$ cat src/hw/rtl/cbc_pkg.sv
// ----------------------------------------------------------------------------
// cbc_pkg
// Shared types and constants of the C source bracket checker.
// ----------------------------------------------------------------------------
package cbc_pkg;

  localparam int unsigned DEPTH_BITS_DEF    = 16;
  localparam int unsigned POSITION_BITS_DEF = 16;
  localparam int unsigned REPORT_BITS       = 16;
  localparam int unsigned MAX_REPORTS       = 3;

  // Characters that steer the scanner.
  localparam logic [7:0] CH_NEWLINE = 8'h0A;
  localparam logic [7:0] CH_BSLASH  = 8'h5C;
  localparam logic [7:0] CH_DQUOTE  = 8'h22;
  localparam logic [7:0] CH_SQUOTE  = 8'h27;
  localparam logic [7:0] CH_SLASH   = 8'h2F;
  localparam logic [7:0] CH_STAR    = 8'h2A;
  localparam logic [7:0] CH_LSQUARE = 8'h5B;
  localparam logic [7:0] CH_RSQUARE = 8'h5D;
  localparam logic [7:0] CH_LPAREN  = 8'h28;
  localparam logic [7:0] CH_RPAREN  = 8'h29;
  localparam logic [7:0] CH_LCURLY  = 8'h7B;
  localparam logic [7:0] CH_RCURLY  = 8'h7D;
  localparam logic [7:0] CH_SEMI    = 8'h3B;

  typedef enum logic [1:0] {
    MODE_CODE,
    MODE_LINE,
    MODE_BLOCK
  } cbc_mode_e;

  typedef enum logic [2:0] {
    ERR_MISS_SQUARE,
    ERR_MISS_PAREN,
    ERR_MISS_CURLY,
    ERR_MISS_COMMENT,
    ERR_UNM_SQUARE,
    ERR_UNM_PAREN,
    ERR_UNM_CURLY
  } cbc_err_e;

  typedef struct packed {
    cbc_mode_e mode;
    logic      slash_pending;
    logic      star_pending;
    logic      in_quote;
    logic      prev_backslash;
  } cbc_flags_t;

  localparam cbc_flags_t FLAGS_RESET = '{
    mode:           MODE_CODE,
    slash_pending:  1'b0,
    star_pending:   1'b0,
    in_quote:       1'b0,
    prev_backslash: 1'b0
  };

  typedef struct packed {
    cbc_err_e                 kind;
    logic [REPORT_BITS-1:0]   line;
    logic [REPORT_BITS-1:0]   col;
    logic                     last;
  } cbc_res_t;

endpackage

$ cat src/hw/rtl/cbc_step.sv
// ----------------------------------------------------------------------------
// cbc_step
// Next-state and report logic for one source byte.
// ----------------------------------------------------------------------------
module cbc_step #(
  parameter int unsigned DepthBits = cbc_pkg::DEPTH_BITS_DEF,
  parameter int unsigned PosBits   = cbc_pkg::POSITION_BITS_DEF
) (
  input  logic [7:0]                      ch_i,
  input  logic                            eot_i,
  input  cbc_pkg::cbc_flags_t             flags_i,
  input  logic [DepthBits-1:0]            square_i,
  input  logic [DepthBits-1:0]            paren_i,
  input  logic [DepthBits-1:0]            curly_i,
  input  logic [PosBits-1:0]              line_i,
  input  logic [PosBits-1:0]              col_i,
  output cbc_pkg::cbc_flags_t             flags_o,
  output logic [DepthBits-1:0]            square_o,
  output logic [DepthBits-1:0]            paren_o,
  output logic [DepthBits-1:0]            curly_o,
  output logic [PosBits-1:0]              line_o,
  output logic [PosBits-1:0]              col_o,
  output logic [1:0]                      res_cnt_o,
  output cbc_pkg::cbc_err_e               res_kind_o [cbc_pkg::MAX_REPORTS],
  output logic [cbc_pkg::REPORT_BITS-1:0] rep_line_o,
  output logic [cbc_pkg::REPORT_BITS-1:0] rep_col_o
);

  cbc_pkg::cbc_flags_t  fl;
  logic [DepthBits-1:0] sq, pa, cu;
  logic [PosBits-1:0]   ln, cl;
  logic [1:0]           n;
  logic                 go_code;
  logic                 adv;
  logic [31:0]          ln_ext, cl_ext;

  always_comb begin
    fl          = flags_i;
    sq          = square_i;
    pa          = paren_i;
    cu          = curly_i;
    n           = 2'd0;
    go_code     = 1'b0;
    adv         = 1'b0;
    res_kind_o  = '{default: cbc_pkg::ERR_MISS_SQUARE};

    case (flags_i.mode)
      cbc_pkg::MODE_LINE: begin
        if (ch_i == cbc_pkg::CH_NEWLINE) begin
          fl.mode = cbc_pkg::MODE_CODE;
          go_code = 1'b1;
        end
      end
      cbc_pkg::MODE_BLOCK: begin
        if (flags_i.star_pending && ch_i == cbc_pkg::CH_SLASH) begin
          fl.star_pending = 1'b0;
          fl.mode         = cbc_pkg::MODE_CODE;
        end else begin
          adv             = 1'b1;
          fl.star_pending = (ch_i == cbc_pkg::CH_STAR);
          if (eot_i) begin
            res_kind_o[n] = cbc_pkg::ERR_MISS_COMMENT;
            n             = n + 2'd1;
          end
        end
      end
      default: begin
        fl.mode = cbc_pkg::MODE_CODE;
        go_code = 1'b1;
      end
    endcase

    if (go_code) begin
      adv = 1'b1;
      if (flags_i.slash_pending) begin
        fl.slash_pending = 1'b0;
        if (ch_i == cbc_pkg::CH_SLASH) begin
          fl.mode = cbc_pkg::MODE_LINE;
          adv     = 1'b0;
        end else if (ch_i == cbc_pkg::CH_STAR) begin
          fl.mode         = cbc_pkg::MODE_BLOCK;
          fl.star_pending = 1'b0;
          adv             = 1'b0;
          if (eot_i) begin
            res_kind_o[n] = cbc_pkg::ERR_MISS_COMMENT;
            n             = n + 2'd1;
          end
        end
      end

      if (adv) begin
        if ((ch_i == cbc_pkg::CH_DQUOTE || ch_i == cbc_pkg::CH_SQUOTE) &&
            !flags_i.prev_backslash) begin
          fl.in_quote = !flags_i.in_quote;
        end
        if (!fl.in_quote) begin
          if (ch_i == cbc_pkg::CH_SLASH && !eot_i) begin
            fl.slash_pending = 1'b1;
          end else if (ch_i == cbc_pkg::CH_LSQUARE) begin
            sq = (&square_i) ? square_i : square_i + DepthBits'(1);
          end else if (ch_i == cbc_pkg::CH_RSQUARE) begin
            if (square_i == '0) begin
              res_kind_o[n] = cbc_pkg::ERR_UNM_SQUARE;
              n             = n + 2'd1;
            end else begin
              sq = square_i - DepthBits'(1);
            end
          end else if (ch_i == cbc_pkg::CH_LPAREN) begin
            pa = (&paren_i) ? paren_i : paren_i + DepthBits'(1);
          end else if (ch_i == cbc_pkg::CH_RPAREN) begin
            if (paren_i == '0) begin
              res_kind_o[n] = cbc_pkg::ERR_UNM_PAREN;
              n             = n + 2'd1;
            end else begin
              pa = paren_i - DepthBits'(1);
            end
          end else if (ch_i == cbc_pkg::CH_LCURLY || ch_i == cbc_pkg::CH_RCURLY ||
                       ch_i == cbc_pkg::CH_SEMI || eot_i) begin
            // Statement boundary: anything still open in square or round
            // brackets is reported and dropped.
            if (square_i != '0) begin
              res_kind_o[n] = cbc_pkg::ERR_MISS_SQUARE;
              n             = n + 2'd1;
              sq            = '0;
            end
            if (paren_i != '0) begin
              res_kind_o[n] = cbc_pkg::ERR_MISS_PAREN;
              n             = n + 2'd1;
              pa            = '0;
            end
            if (eot_i) begin
              if (curly_i != '0) begin
                res_kind_o[n] = cbc_pkg::ERR_MISS_CURLY;
                n             = n + 2'd1;
                cu            = '0;
              end
            end else if (ch_i == cbc_pkg::CH_LCURLY) begin
              cu = (&curly_i) ? curly_i : curly_i + DepthBits'(1);
            end else if (ch_i == cbc_pkg::CH_RCURLY) begin
              if (curly_i == '0) begin
                res_kind_o[n] = cbc_pkg::ERR_UNM_CURLY;
                n             = n + 2'd1;
              end else begin
                cu = curly_i - DepthBits'(1);
              end
            end
          end
        end
      end
    end

    ln = line_i;
    cl = col_i;
    if (adv) begin
      if (ch_i == cbc_pkg::CH_NEWLINE) begin
        cl = '0;
        ln = (&line_i) ? line_i : line_i + PosBits'(1);
      end else begin
        cl = (&col_i) ? col_i : col_i + PosBits'(1);
      end
    end

    fl.prev_backslash = (ch_i == cbc_pkg::CH_BSLASH);
    res_cnt_o         = n;
  end

  // Reports carry the position after this byte has been counted.
  assign ln_ext     = 32'(ln);
  assign cl_ext     = 32'(cl);
  assign rep_line_o = (ln_ext > 32'h0000_FFFF) ? 16'hFFFF : ln_ext[15:0];
  assign rep_col_o  = (cl_ext > 32'h0000_FFFF) ? 16'hFFFF : cl_ext[15:0];

  // The last byte of a text returns every piece of state to its reset value.
  assign flags_o  = eot_i ? cbc_pkg::FLAGS_RESET : fl;
  assign square_o = eot_i ? '0 : sq;
  assign paren_o  = eot_i ? '0 : pa;
  assign curly_o  = eot_i ? '0 : cu;
  assign line_o   = eot_i ? PosBits'(1) : ln;
  assign col_o    = eot_i ? '0 : cl;

endmodule

$ cat src/hw/rtl/c_source_bracket_checker_core.sv
// ----------------------------------------------------------------------------
// c_source_bracket_checker_core
// Bracket, quote and comment balance checker for C source text.
// ----------------------------------------------------------------------------
// One source byte is taken per input transfer, and a byte can be taken in
// every clock cycle while the input is ready. Each byte produces zero to
// three error reports in a single cycle; they go into a four-entry report
// queue and leave one per output transfer, so a byte that yields k reports
// occupies the output for k transfers. The input is ready while the queue
// holds at most one report, which lets report-free and single-report bytes
// stream at one per cycle with the output always ready. Input tlast marks
// the final byte of a text, after which all tracking state is at reset.
module c_source_bracket_checker_core #(
  parameter int unsigned DEPTH_BITS    = cbc_pkg::DEPTH_BITS_DEF,
  parameter int unsigned POSITION_BITS = cbc_pkg::POSITION_BITS_DEF
) (
  input  logic        clk_i,
  input  logic        rst_ni,
  input  logic        s_axis_tvalid,
  output logic        s_axis_tready,
  input  logic [7:0]  s_axis_tdata,   // [7:0] ch
  input  logic        s_axis_tlast,   // end_of_text
  output logic        m_axis_tvalid,
  input  logic        m_axis_tready,
  output logic [31:0] m_axis_tdata,   // [15:0] line_number, [31:16] column
  output logic [2:0]  m_axis_tuser,   // [2:0] error_kind
  output logic        m_axis_tlast    // last_of_run
);

  localparam int unsigned QDepth = 4;

  cbc_pkg::cbc_flags_t      flags_q, flags_d;
  logic [DEPTH_BITS-1:0]    square_q, square_d;
  logic [DEPTH_BITS-1:0]    paren_q, paren_d;
  logic [DEPTH_BITS-1:0]    curly_q, curly_d;
  logic [POSITION_BITS-1:0] line_q, line_d;
  logic [POSITION_BITS-1:0] col_q, col_d;

  logic [1:0]               res_cnt;
  cbc_pkg::cbc_err_e        res_kind [cbc_pkg::MAX_REPORTS];
  logic [15:0]              rep_line, rep_col;
  cbc_pkg::cbc_res_t        res_w [cbc_pkg::MAX_REPORTS];

  cbc_pkg::cbc_res_t        queue_q [QDepth];
  cbc_pkg::cbc_res_t        queue_d [QDepth];
  logic [1:0]               wr_ptr_q, wr_ptr_d;
  logic [1:0]               rd_ptr_q, rd_ptr_d;
  logic [2:0]               cnt_q, cnt_d;
  logic                     push, pop;

  cbc_step #(
    .DepthBits (DEPTH_BITS),
    .PosBits   (POSITION_BITS)
  ) u_step (
    .ch_i       (s_axis_tdata),
    .eot_i      (s_axis_tlast),
    .flags_i    (flags_q),
    .square_i   (square_q),
    .paren_i    (paren_q),
    .curly_i    (curly_q),
    .line_i     (line_q),
    .col_i      (col_q),
    .flags_o    (flags_d),
    .square_o   (square_d),
    .paren_o    (paren_d),
    .curly_o    (curly_d),
    .line_o     (line_d),
    .col_o      (col_d),
    .res_cnt_o  (res_cnt),
    .res_kind_o (res_kind),
    .rep_line_o (rep_line),
    .rep_col_o  (rep_col)
  );

  assign s_axis_tready = (cnt_q <= 3'd1);
  assign push          = s_axis_tvalid && s_axis_tready;
  assign m_axis_tvalid = (cnt_q != 3'd0);
  assign pop           = m_axis_tvalid && m_axis_tready;

  always_comb begin
    for (int j = 0; j < cbc_pkg::MAX_REPORTS; j++) begin
      res_w[j].kind = res_kind[j];
      res_w[j].line = rep_line;
      res_w[j].col  = rep_col;
      res_w[j].last = (2'(j) == res_cnt - 2'd1);
    end
  end

  // Up to three reports of one byte are written into consecutive slots.
  always_comb begin
    logic [1:0] off;
    queue_d = queue_q;
    for (int i = 0; i < QDepth; i++) begin
      off = 2'(i) - wr_ptr_q;
      if (push && off < res_cnt) begin
        queue_d[i] = res_w[off];
      end
    end
    wr_ptr_d = push ? wr_ptr_q + res_cnt : wr_ptr_q;
    rd_ptr_d = pop ? rd_ptr_q + 2'd1 : rd_ptr_q;
    cnt_d    = cnt_q + (push ? {1'b0, res_cnt} : 3'd0) - (pop ? 3'd1 : 3'd0);
  end

  always_ff @(posedge clk_i) begin
    queue_q <= queue_d;
  end

  always_ff @(posedge clk_i or negedge rst_ni) begin
    if (!rst_ni) begin
      flags_q  <= cbc_pkg::FLAGS_RESET;
      square_q <= '0;
      paren_q  <= '0;
      curly_q  <= '0;
      line_q   <= POSITION_BITS'(1);
      col_q    <= '0;
      wr_ptr_q <= '0;
      rd_ptr_q <= '0;
      cnt_q    <= '0;
    end else begin
      if (push) begin
        flags_q  <= flags_d;
        square_q <= square_d;
        paren_q  <= paren_d;
        curly_q  <= curly_d;
        line_q   <= line_d;
        col_q    <= col_d;
      end
      wr_ptr_q <= wr_ptr_d;
      rd_ptr_q <= rd_ptr_d;
      cnt_q    <= cnt_d;
    end
  end

  assign m_axis_tdata = {queue_q[rd_ptr_q].col, queue_q[rd_ptr_q].line};
  assign m_axis_tuser = queue_q[rd_ptr_q].kind;
  assign m_axis_tlast = queue_q[rd_ptr_q].last;

`ifndef NO_ASSERTIONS
  a_queue_bound: assert property (@(posedge clk_i) disable iff (!rst_ni)
    cnt_q <= 3'(QDepth))
    else $error("report queue count out of range");

  a_text_end_clears: assert property (@(posedge clk_i) disable iff (!rst_ni)
    push && s_axis_tlast |=> square_q == '0 && paren_q == '0 && curly_q == '0 &&
                              line_q == POSITION_BITS'(1) && col_q == '0)
    else $error("state not cleared after last byte");

  a_comment_report_alone: assert property (@(posedge clk_i) disable iff (!rst_ni)
    m_axis_tvalid && m_axis_tuser == cbc_pkg::ERR_MISS_COMMENT |-> m_axis_tlast)
    else $error("open comment report not last of its run");

  a_slash_in_code: assert property (@(posedge clk_i) disable iff (!rst_ni)
    flags_q.slash_pending |-> flags_q.mode == cbc_pkg::MODE_CODE)
    else $error("pending slash inside a comment");

  a_idle_count_holds: assert property (@(posedge clk_i) disable iff (!rst_ni)
    !pop && (!push || res_cnt == 2'd0) |=> cnt_q == $past(cnt_q))
    else $error("report count changed without a transfer");
`endif

endmodule

$ cat config.mk
export PLATFORM = sky130hd
export DESIGN_NAME = c_source_bracket_checker_core
export DESIGN_NICKNAME = d
export VERILOG_FILES = /design/src/hw/rtl/cbc_pkg.sv /design/src/hw/rtl/cbc_step.sv /design/src/hw/rtl/c_source_bracket_checker_core.sv
export SDC_FILE = /design/constraint.sdc
export NUM_CORES = 1
export LEC_CHECK = 0
export ABC_AREA = 0
export ABC_CLOCK_PERIOD_IN_PS = 18100
export BUFFER_PORTS_ARGS = -buffer_cell sky130_fd_sc_hd__buf_2
export CAP_MARGIN = 30
export CORE_MARGIN = 1
export CORE_UTILIZATION = 68
export DETAILED_ROUTE_END_ITERATION = 8
export PLACE_DENSITY = 0.85
export SYNTH_ARGS = -nofsm -noshare
export SYNTH_HDL_FRONTEND = slang
export SYNTH_SLANG_ARGS = --single-unit
$ cat constraint.sdc
create_clock -name clk_i -period 18.1 [get_ports clk_i]
set_input_delay 1.81 -clock clk_i [delete_from_list [all_inputs] [get_ports clk_i]]
set_output_delay 1.81 -clock clk_i [all_outputs]
set_load 0.05 [all_outputs]
# [Word level (Yosys, flattened, before mapping)]
# Index checks and enable logic that the tools add are counted.
[classes] add_sub_neg=21 multipliers=0 n_div=0 magnitude_cmp=20 eq_ne=31 n_shift=0 mux=191 bitwise_logic=29 reduce_logical=46
[ops] operator="$mux 16" n=50
[ops] operator="$mux 9" n=41
[ops] operator="$bmux 36 s2" n=5
[ops] operator="$mux 36" n=10
[ops] operator="$mux 2" n=49
[ops] operator="$add 16x1->16 const B" n=5
[ops] operator="$reduce_and 16->1" n=5
[ops] operator="$eq 8x6->1 const B" n=7
[ops] operator="$logic_not 16->1" n=3
[ops] operator="$reduce_bool 16->1" n=3
[ops] operator="$sub 16x1->16 const B" n=3
[ops] operator="$eq 8x7->1 const B" n=5
[ops] operator="$gt 16x16->1 const B" n=2
[ops] operator="$ge 3x3->1 const B" n=9
[ops] operator="$not 2->3" n=9
[ops] operator="$demux 3 s2" n=4
[ops] operator="$reduce_and 11->1" n=2
[ops] operator="$mux 1" n=21
[ops] operator="$and 6x6->6" n=3
[ops] operator="$mux 3" n=6
[ops] operator="$not 6->6" n=3
[ops] operator="$or 6x6->6" n=3
[ops] operator="$reduce_bool 4->1" n=4
[ops] operator="$logic_and 1x1->1" n=13
[ops] operator="38 further kinds" n=73
[word_totals] register_bits=237 latch_bits=0 ramBits=0 romBits=0 n_memories=0

# [Depth between registers and ports, before layout]
[logic_depth] word_depth=55 mapped_depth=23 mapped_depth_nobuf=22

# [Modules after synthesis]
# A second synthesis with hierarchy kept.
[hier_totals] cells_unflattened=1462 hier_area_um2=15676.3
[modules_own_cells] module="c_source_bracket_checker_core" n_inst=1 cells_per_inst=604 area_each_um2=10510.1 seq_area_each_um2=6652.6
[modules_own_cells] module="cbc_step" n_inst=1 cells_per_inst=858 area_each_um2=5166.2 seq_area_each_um2=0.0

# [Worst setup path after synthesis]
# Ideal clock, no wire load.
[synth_timing] path_type="input to register" from="input s_axis_tdata[6]" to="register queue_q[36] (netlist name), enable pin" setup_ns=0.474 arrival_time_ns=8.022 t_required_ns=17.626 path_slack_ns=9.604 cell_stages=21 path_cell_list="buf_6 or4b_4 buf_6 o311ai_4 ha_1 inv_1 o21a_4 ha_1 a21oi_1 nor2_1 ha_1 o21ai_1 a21boi_2 inv_2 ha_1 mux2i_1 a21o_2 inv_4 ha_1 nor2b_1 nor3_1"
[synth_via] elab_chain_len=48 word_cells_on_any_way=77 cone_classes="add/sub (4); order compare (1); eq/ne (12); mux (52); reduce/logical (8)"
[synth_lines] element="from (decl)" line_no="c_source_bracket_checker_core.sv:21" text="input logic [7:0] s_axis_tdata,"
[synth_lines] element="$eq 8x6->1" line_no="cbc_step.sv:55, cbc_step.sv:77, cbc_step.sv:97"
[synth_lines] element="$logic_and 1x1->1" line_no="cbc_step.sv:55" text="if (flags_i.star_pending && ch_i == cbc_pkg::CH_SLASH) begin"
[synth_lines] element="$mux 2" line_no="cbc_step.sv:55"
[synth_lines] element="$mux 2" line_no="cbc_step.sv:47" text="case (flags_i.mode)"
[synth_lines] element="$add 2x1->2" line_no="cbc_step.sv:86" text="n = n + 2'd1;"
[synth_lines] element="$mux 2" line_no="cbc_step.sv:84" text="if (eot_i) begin"
[synth_lines] element="$mux 2" line_no="cbc_step.sv:80" text="end else if (ch_i == cbc_pkg::CH_STAR) begin"
[synth_lines] element="$mux 2" line_no="cbc_step.sv:77" text="if (ch_i == cbc_pkg::CH_SLASH) begin"
[synth_lines] element="[32 not listed]"
[synth_lines] element="$mux 2" line_no="cbc_step.sv:101" text="end else if (ch_i == cbc_pkg::CH_RSQUARE) begin"
[synth_lines] element="$mux 2" line_no="cbc_step.sv:99" text="end else if (ch_i == cbc_pkg::CH_LSQUARE) begin"
[synth_lines] element="$mux 2" line_no="cbc_step.sv:97" text="if (ch_i == cbc_pkg::CH_SLASH && !eot_i) begin"
[synth_lines] element="$mux 2" line_no="cbc_step.sv:96" text="if (!fl.in_quote) begin"
[synth_lines] element="$mux 2" line_no="cbc_step.sv:91" text="if (adv) begin"
[synth_lines] element="$mux 2 *" line_no="cbc_step.sv:73" text="if (go_code) begin"
[synth_lines] element="$lt 2x2->1 *" line_no="c_source_bracket_checker_core.sv:95" text="if (push && off < res_cnt) begin"
[synth_lines] element="$logic_and 1x1->1 *" line_no="c_source_bracket_checker_core.sv:95"
[synth_lines] element="to (signal assigned)" line_no="c_source_bracket_checker_core.sv:105" text="queue_q <= queue_d;"
[synth_lines] element="to (decl)" line_no="c_source_bracket_checker_core.sv:44" text="cbc_pkg::cbc_res_t queue_q [QDepth];"
# Every way passes the cells marked *; elsewhere a longest branch is shown, timed or not. The select of a mux whose other input is x is not followed.
# A chain may end at the register's enable or synchronous reset.

# [Worst setup path after layout]
[layout_timing] from="input s_axis_tdata[5]" to="register queue_q[56] (netlist name), enable pin"
# Same word-level chain as after synthesis.

==> impl_metrics.toml <==
[route]
drcViolationCount = 0
met2_wirelength_mm = 17.4
wl_met1_mm = 14.5
via_per_inst = 6.84
post_route_antenna_net_violation_count = 0
first_iter_violations = 1389
dr.pass1.iters = 6
routed-via-count = 11561
average_wire_length_per_cell_after_detail_routing_um = 21.2
wl_met3_mm = 3.00
route.final.wire_length_mm = 35.8
maxUsedRoutingLayer = "met4"

[power_and_ir_drop]
worst_case_vdd_ir_drop_mv = 0.0942
power.density_nw_per_um2 = 155
post-layout-total-power_w = 0.00239
cellLeakagePower_nw = 5.97

[clock_tree]
ctsResizeCount = 0
ctsHoldBuffers = 0
cts_num_sinks = 237
h_tree_lvl_count = 1
max-clock-path-buffers = 3
clkTransAtPathRegs_ns = 0.06
cts_tree = "done"
clkLatencyLatePin_ns = 0.52
numCtsBuffers = 24
cts_post_setup_buffers_inserted = 0
clk_root_buffer_cell = "clkbuf_16"

[floorplan]
floorplan.io_pins = 51
die_h_um = 147
starting_utilization_of_the_core_area_pct = 69.8
core_area_um2 = 20400
floorplan.die_area_um2 = 21600
placementRows = 52
die_width_um = 147

[sta]
max-slew-margin-rel_pct = 31.0
fmax_mhz = 154
fin_crit_ns = 6.50
setup_viol_count_final = 0
final_layout_setup_total_negative_slack_ns = 0
worst_tran_pin_value_ns = 1.04
report.final.hold_viol_count = 0
drv_slew = 0
final_critical_path_setup_slack_ns = 11.60
grt_setup_unrepaired = "no"
fin_skew_ns = 0.0184
fin_crit_share_pct = 35.9

[global_route]
grt_overflow = 0
via_count_of_the_first_global_routing_pass = 11063
track_usage_pct = 33.7
antenna_found_initial = 0
grt_first_pass_wirelength_mm = 57.4
grt_start_max_net_pins = 68

[setup_path]
cp.arrival_ns = 6.65
worst_r2r_src = "square_q[0]"
regToRegSetupSlack_ns = 12.82
worstSetupStartpointType = "input port"
cpPeakStageDelay_ns = 0.55
timing.reg2reg.worst_path_depth = 18
worst-endpoint-required_ns = 18.25
worst-path-max-fanout = 36
path_class = "in -> reg"
worst_setup_path_end_kind = "flop"
critPathSlowestCell = "or4b_4"
worstReg2RegEnd = "queue_q[56]"
worstPathCellList = "buf_2 > or4b_4 > o311ai_4 > inv_2 > ha_1 > inv_1 > nor2_1 > ha_1 > a21oi_1 > nor2_1 > ha_1 > o21ai_1 > a21boi_2 > inv_2 > ha_1 > mux2i_1 > a21o_2 > inv_4 > ha_1 > nor2b_1 > nor3_2 > buf_4"
critical_path.most_common_cell = "ha_1"

[layout]
fillCellCount = 1342
layout.cells.most_common_list = "205 x nor2_1, 144 x edfxtp_1, 124 x nand2_1"
finalNonFillerCells = 1691
fraction_of_layout_instances_using_a_drive_strength_above_1_pct = 14.4
layout.cells.most_common = "nor2_1"
layout.area.seq_um2 = 6650
antenna_cells = 0
area_growth_synth_to_finish_pct = 8.15
design.final.nets = 1460
multi_input_area_um2 = 7070

[worst_hold_path]
holdPathStages = 1
whs_endpoint = "flags_q[2]"
timing.hold.worst.class = "reg -> reg"
hp-start = "flags_q[2]"

[yosys]
syn-mean-instance-area_um2 = 10.3
postSynthCellCount = 1387
synth-seq-area-share_pct = 46.6
synthArstFlopShare_pct = 39.2
synth-edff-count = 144
synth-seq-cells = 237
syn_area_um2 = 14300
synth_flop_cell = "edfxtp_1"
ys.warnings.count = 0
syn-num-nets = 1444
count_of_distinct_cell_types_in_the_synthesized_netlist = 106

[placement]
dp_worst_setup_slack_ns = 11.18
post-dp-hpwl_mm = 22.9
routabilityCongestion = 0.937
port_buffers = 50
dpl.cell_count = 1647

[run]
cap_viol_max_count = 0

[run_status]
run_status = "completed"
## sequential cells by signal, summed over array words and instances, names as in the netlist
signal and cells:
line_q 16, flags_q 6, wr_ptr_q 2, cnt_q 3
col_q 16, curly_q 16, square_q 16, paren_q 16
queue_q 144, rd_ptr_q 2
## layer usage
| metal | global-route usage, % | vias up |
|---|---|---|
| li1 | - | 5243 |
| met1 | 46.5 | 5602 |
| met2 | 55.6 | 629 |
| met3 | 3.79 | 87 |
| met4 | 12.0 | 0 |
| met5 | 0 | - |
## Yosys cell counts (11+ instances only)
| master | count | area share, % |
|---|---|---|
| nand4_1 | 23 | 1.0 |
| a211oi_1 | 18 | 0.95 |
| ha_1 | 40 | 3.5 |
| nor2_1 | 206 | 5.4 |
| edfxtp_1 | 144 | 30 |
| nor4_1 | 21 | 0.92 |
| inv_1 | 33 | 0.87 |
| xnor2_1 | 23 | 1.4 |
| a31oi_1 | 11 | 0.48 |
| nand2b_1 | 12 | 0.53 |
| xor2_1 | 21 | 1.3 |
| and3_1 | 26 | 1.1 |
| mux4_2 | 36 | 5.7 |
| nor3_1 | 31 | 1.1 |
| clkbuf_1 | 53 | 1.4 |
| nand2_1 | 124 | 3.3 |
| dfrtp_1 | 92 | 16 |
| mux2i_1 | 17 | 1.2 |
| a21oi_1 | 40 | 1.4 |
| o21ai_0 | 89 | 3.1 |
| nand3_1 | 39 | 1.4 |
| nor2b_1 | 17 | 0.75 |
| o31ai_1 | 34 | 1.8 |
## power by group
group / switching, W / internal, W
clock: 0.000213 / 0.000298
combinational: 0.000737 / 0.000390
sequential: 0.0000686 / 0.000682
## layout make-up
type                    count  area share, %
well taps                 270           2.19
repair buffers             69           2.67
multi-input cells        1032           45.8
flip-flops and latches    237           43.1
clock inverters            13           1.01
clock buffers              31           4.20
inverters                  39          0.965
## critical path, delay by kind of cell
| kind | cells | cell delay, ns |
|---|---|---|
| simple gates | 5 | 1.23 |
| fa+ha+maj | 5 | 1.43 |
| compound gates | 5 | 1.01 |
| buf+inv | 6 | 0.99 |
| mux | 1 | 0.14 |
## worst max-delay path by stage
stage,slack [ns],from,end
floorplan,9.60,s_axis_tdata[6],queue_q[36]
finish,11.60,s_axis_tdata[5],queue_q[56]
CTS,11.69,s_axis_tdata[5],queue_q[56]
global route,11.27,s_axis_tdata[0],queue_q[56]
detailed placement,11.18,s_axis_tdata[5],queue_q[56]
global placement,11.31,s_axis_tdata[5],queue_q[133]
## stage by stage
stage / area, um2 / hold WS [ns] / util, %
6_report: 15400 / 0.506 / 75.5
5_1_grt: 15400 / 0.515 / 75.5
4_1_cts: 15400 / 0.504 / 75.5
3_5_place_dp: 14600 / 0.490 / 71.6
3_3_place_gp: 14600 / 0.478 / 71.4
2_1_floorplan: 14300 / 0.456 / -
## logic make-up (layout without fill, tap and decap cells)
logic type,Yosys count,count (layout),share of synthesized area [%]
AOI/OAI and AO/OA,312,312,15.1
buffers and inverters,118,152,3.96
xor gates and xnor gates,47,47,3.09
and+or+nand+nor,564,564,19.2
muxes,65,65,7.92
adders and majority gates,44,44,4.07
DFF,237,237,46.6
Note: power is estimated with default switching activity, not from simulation.
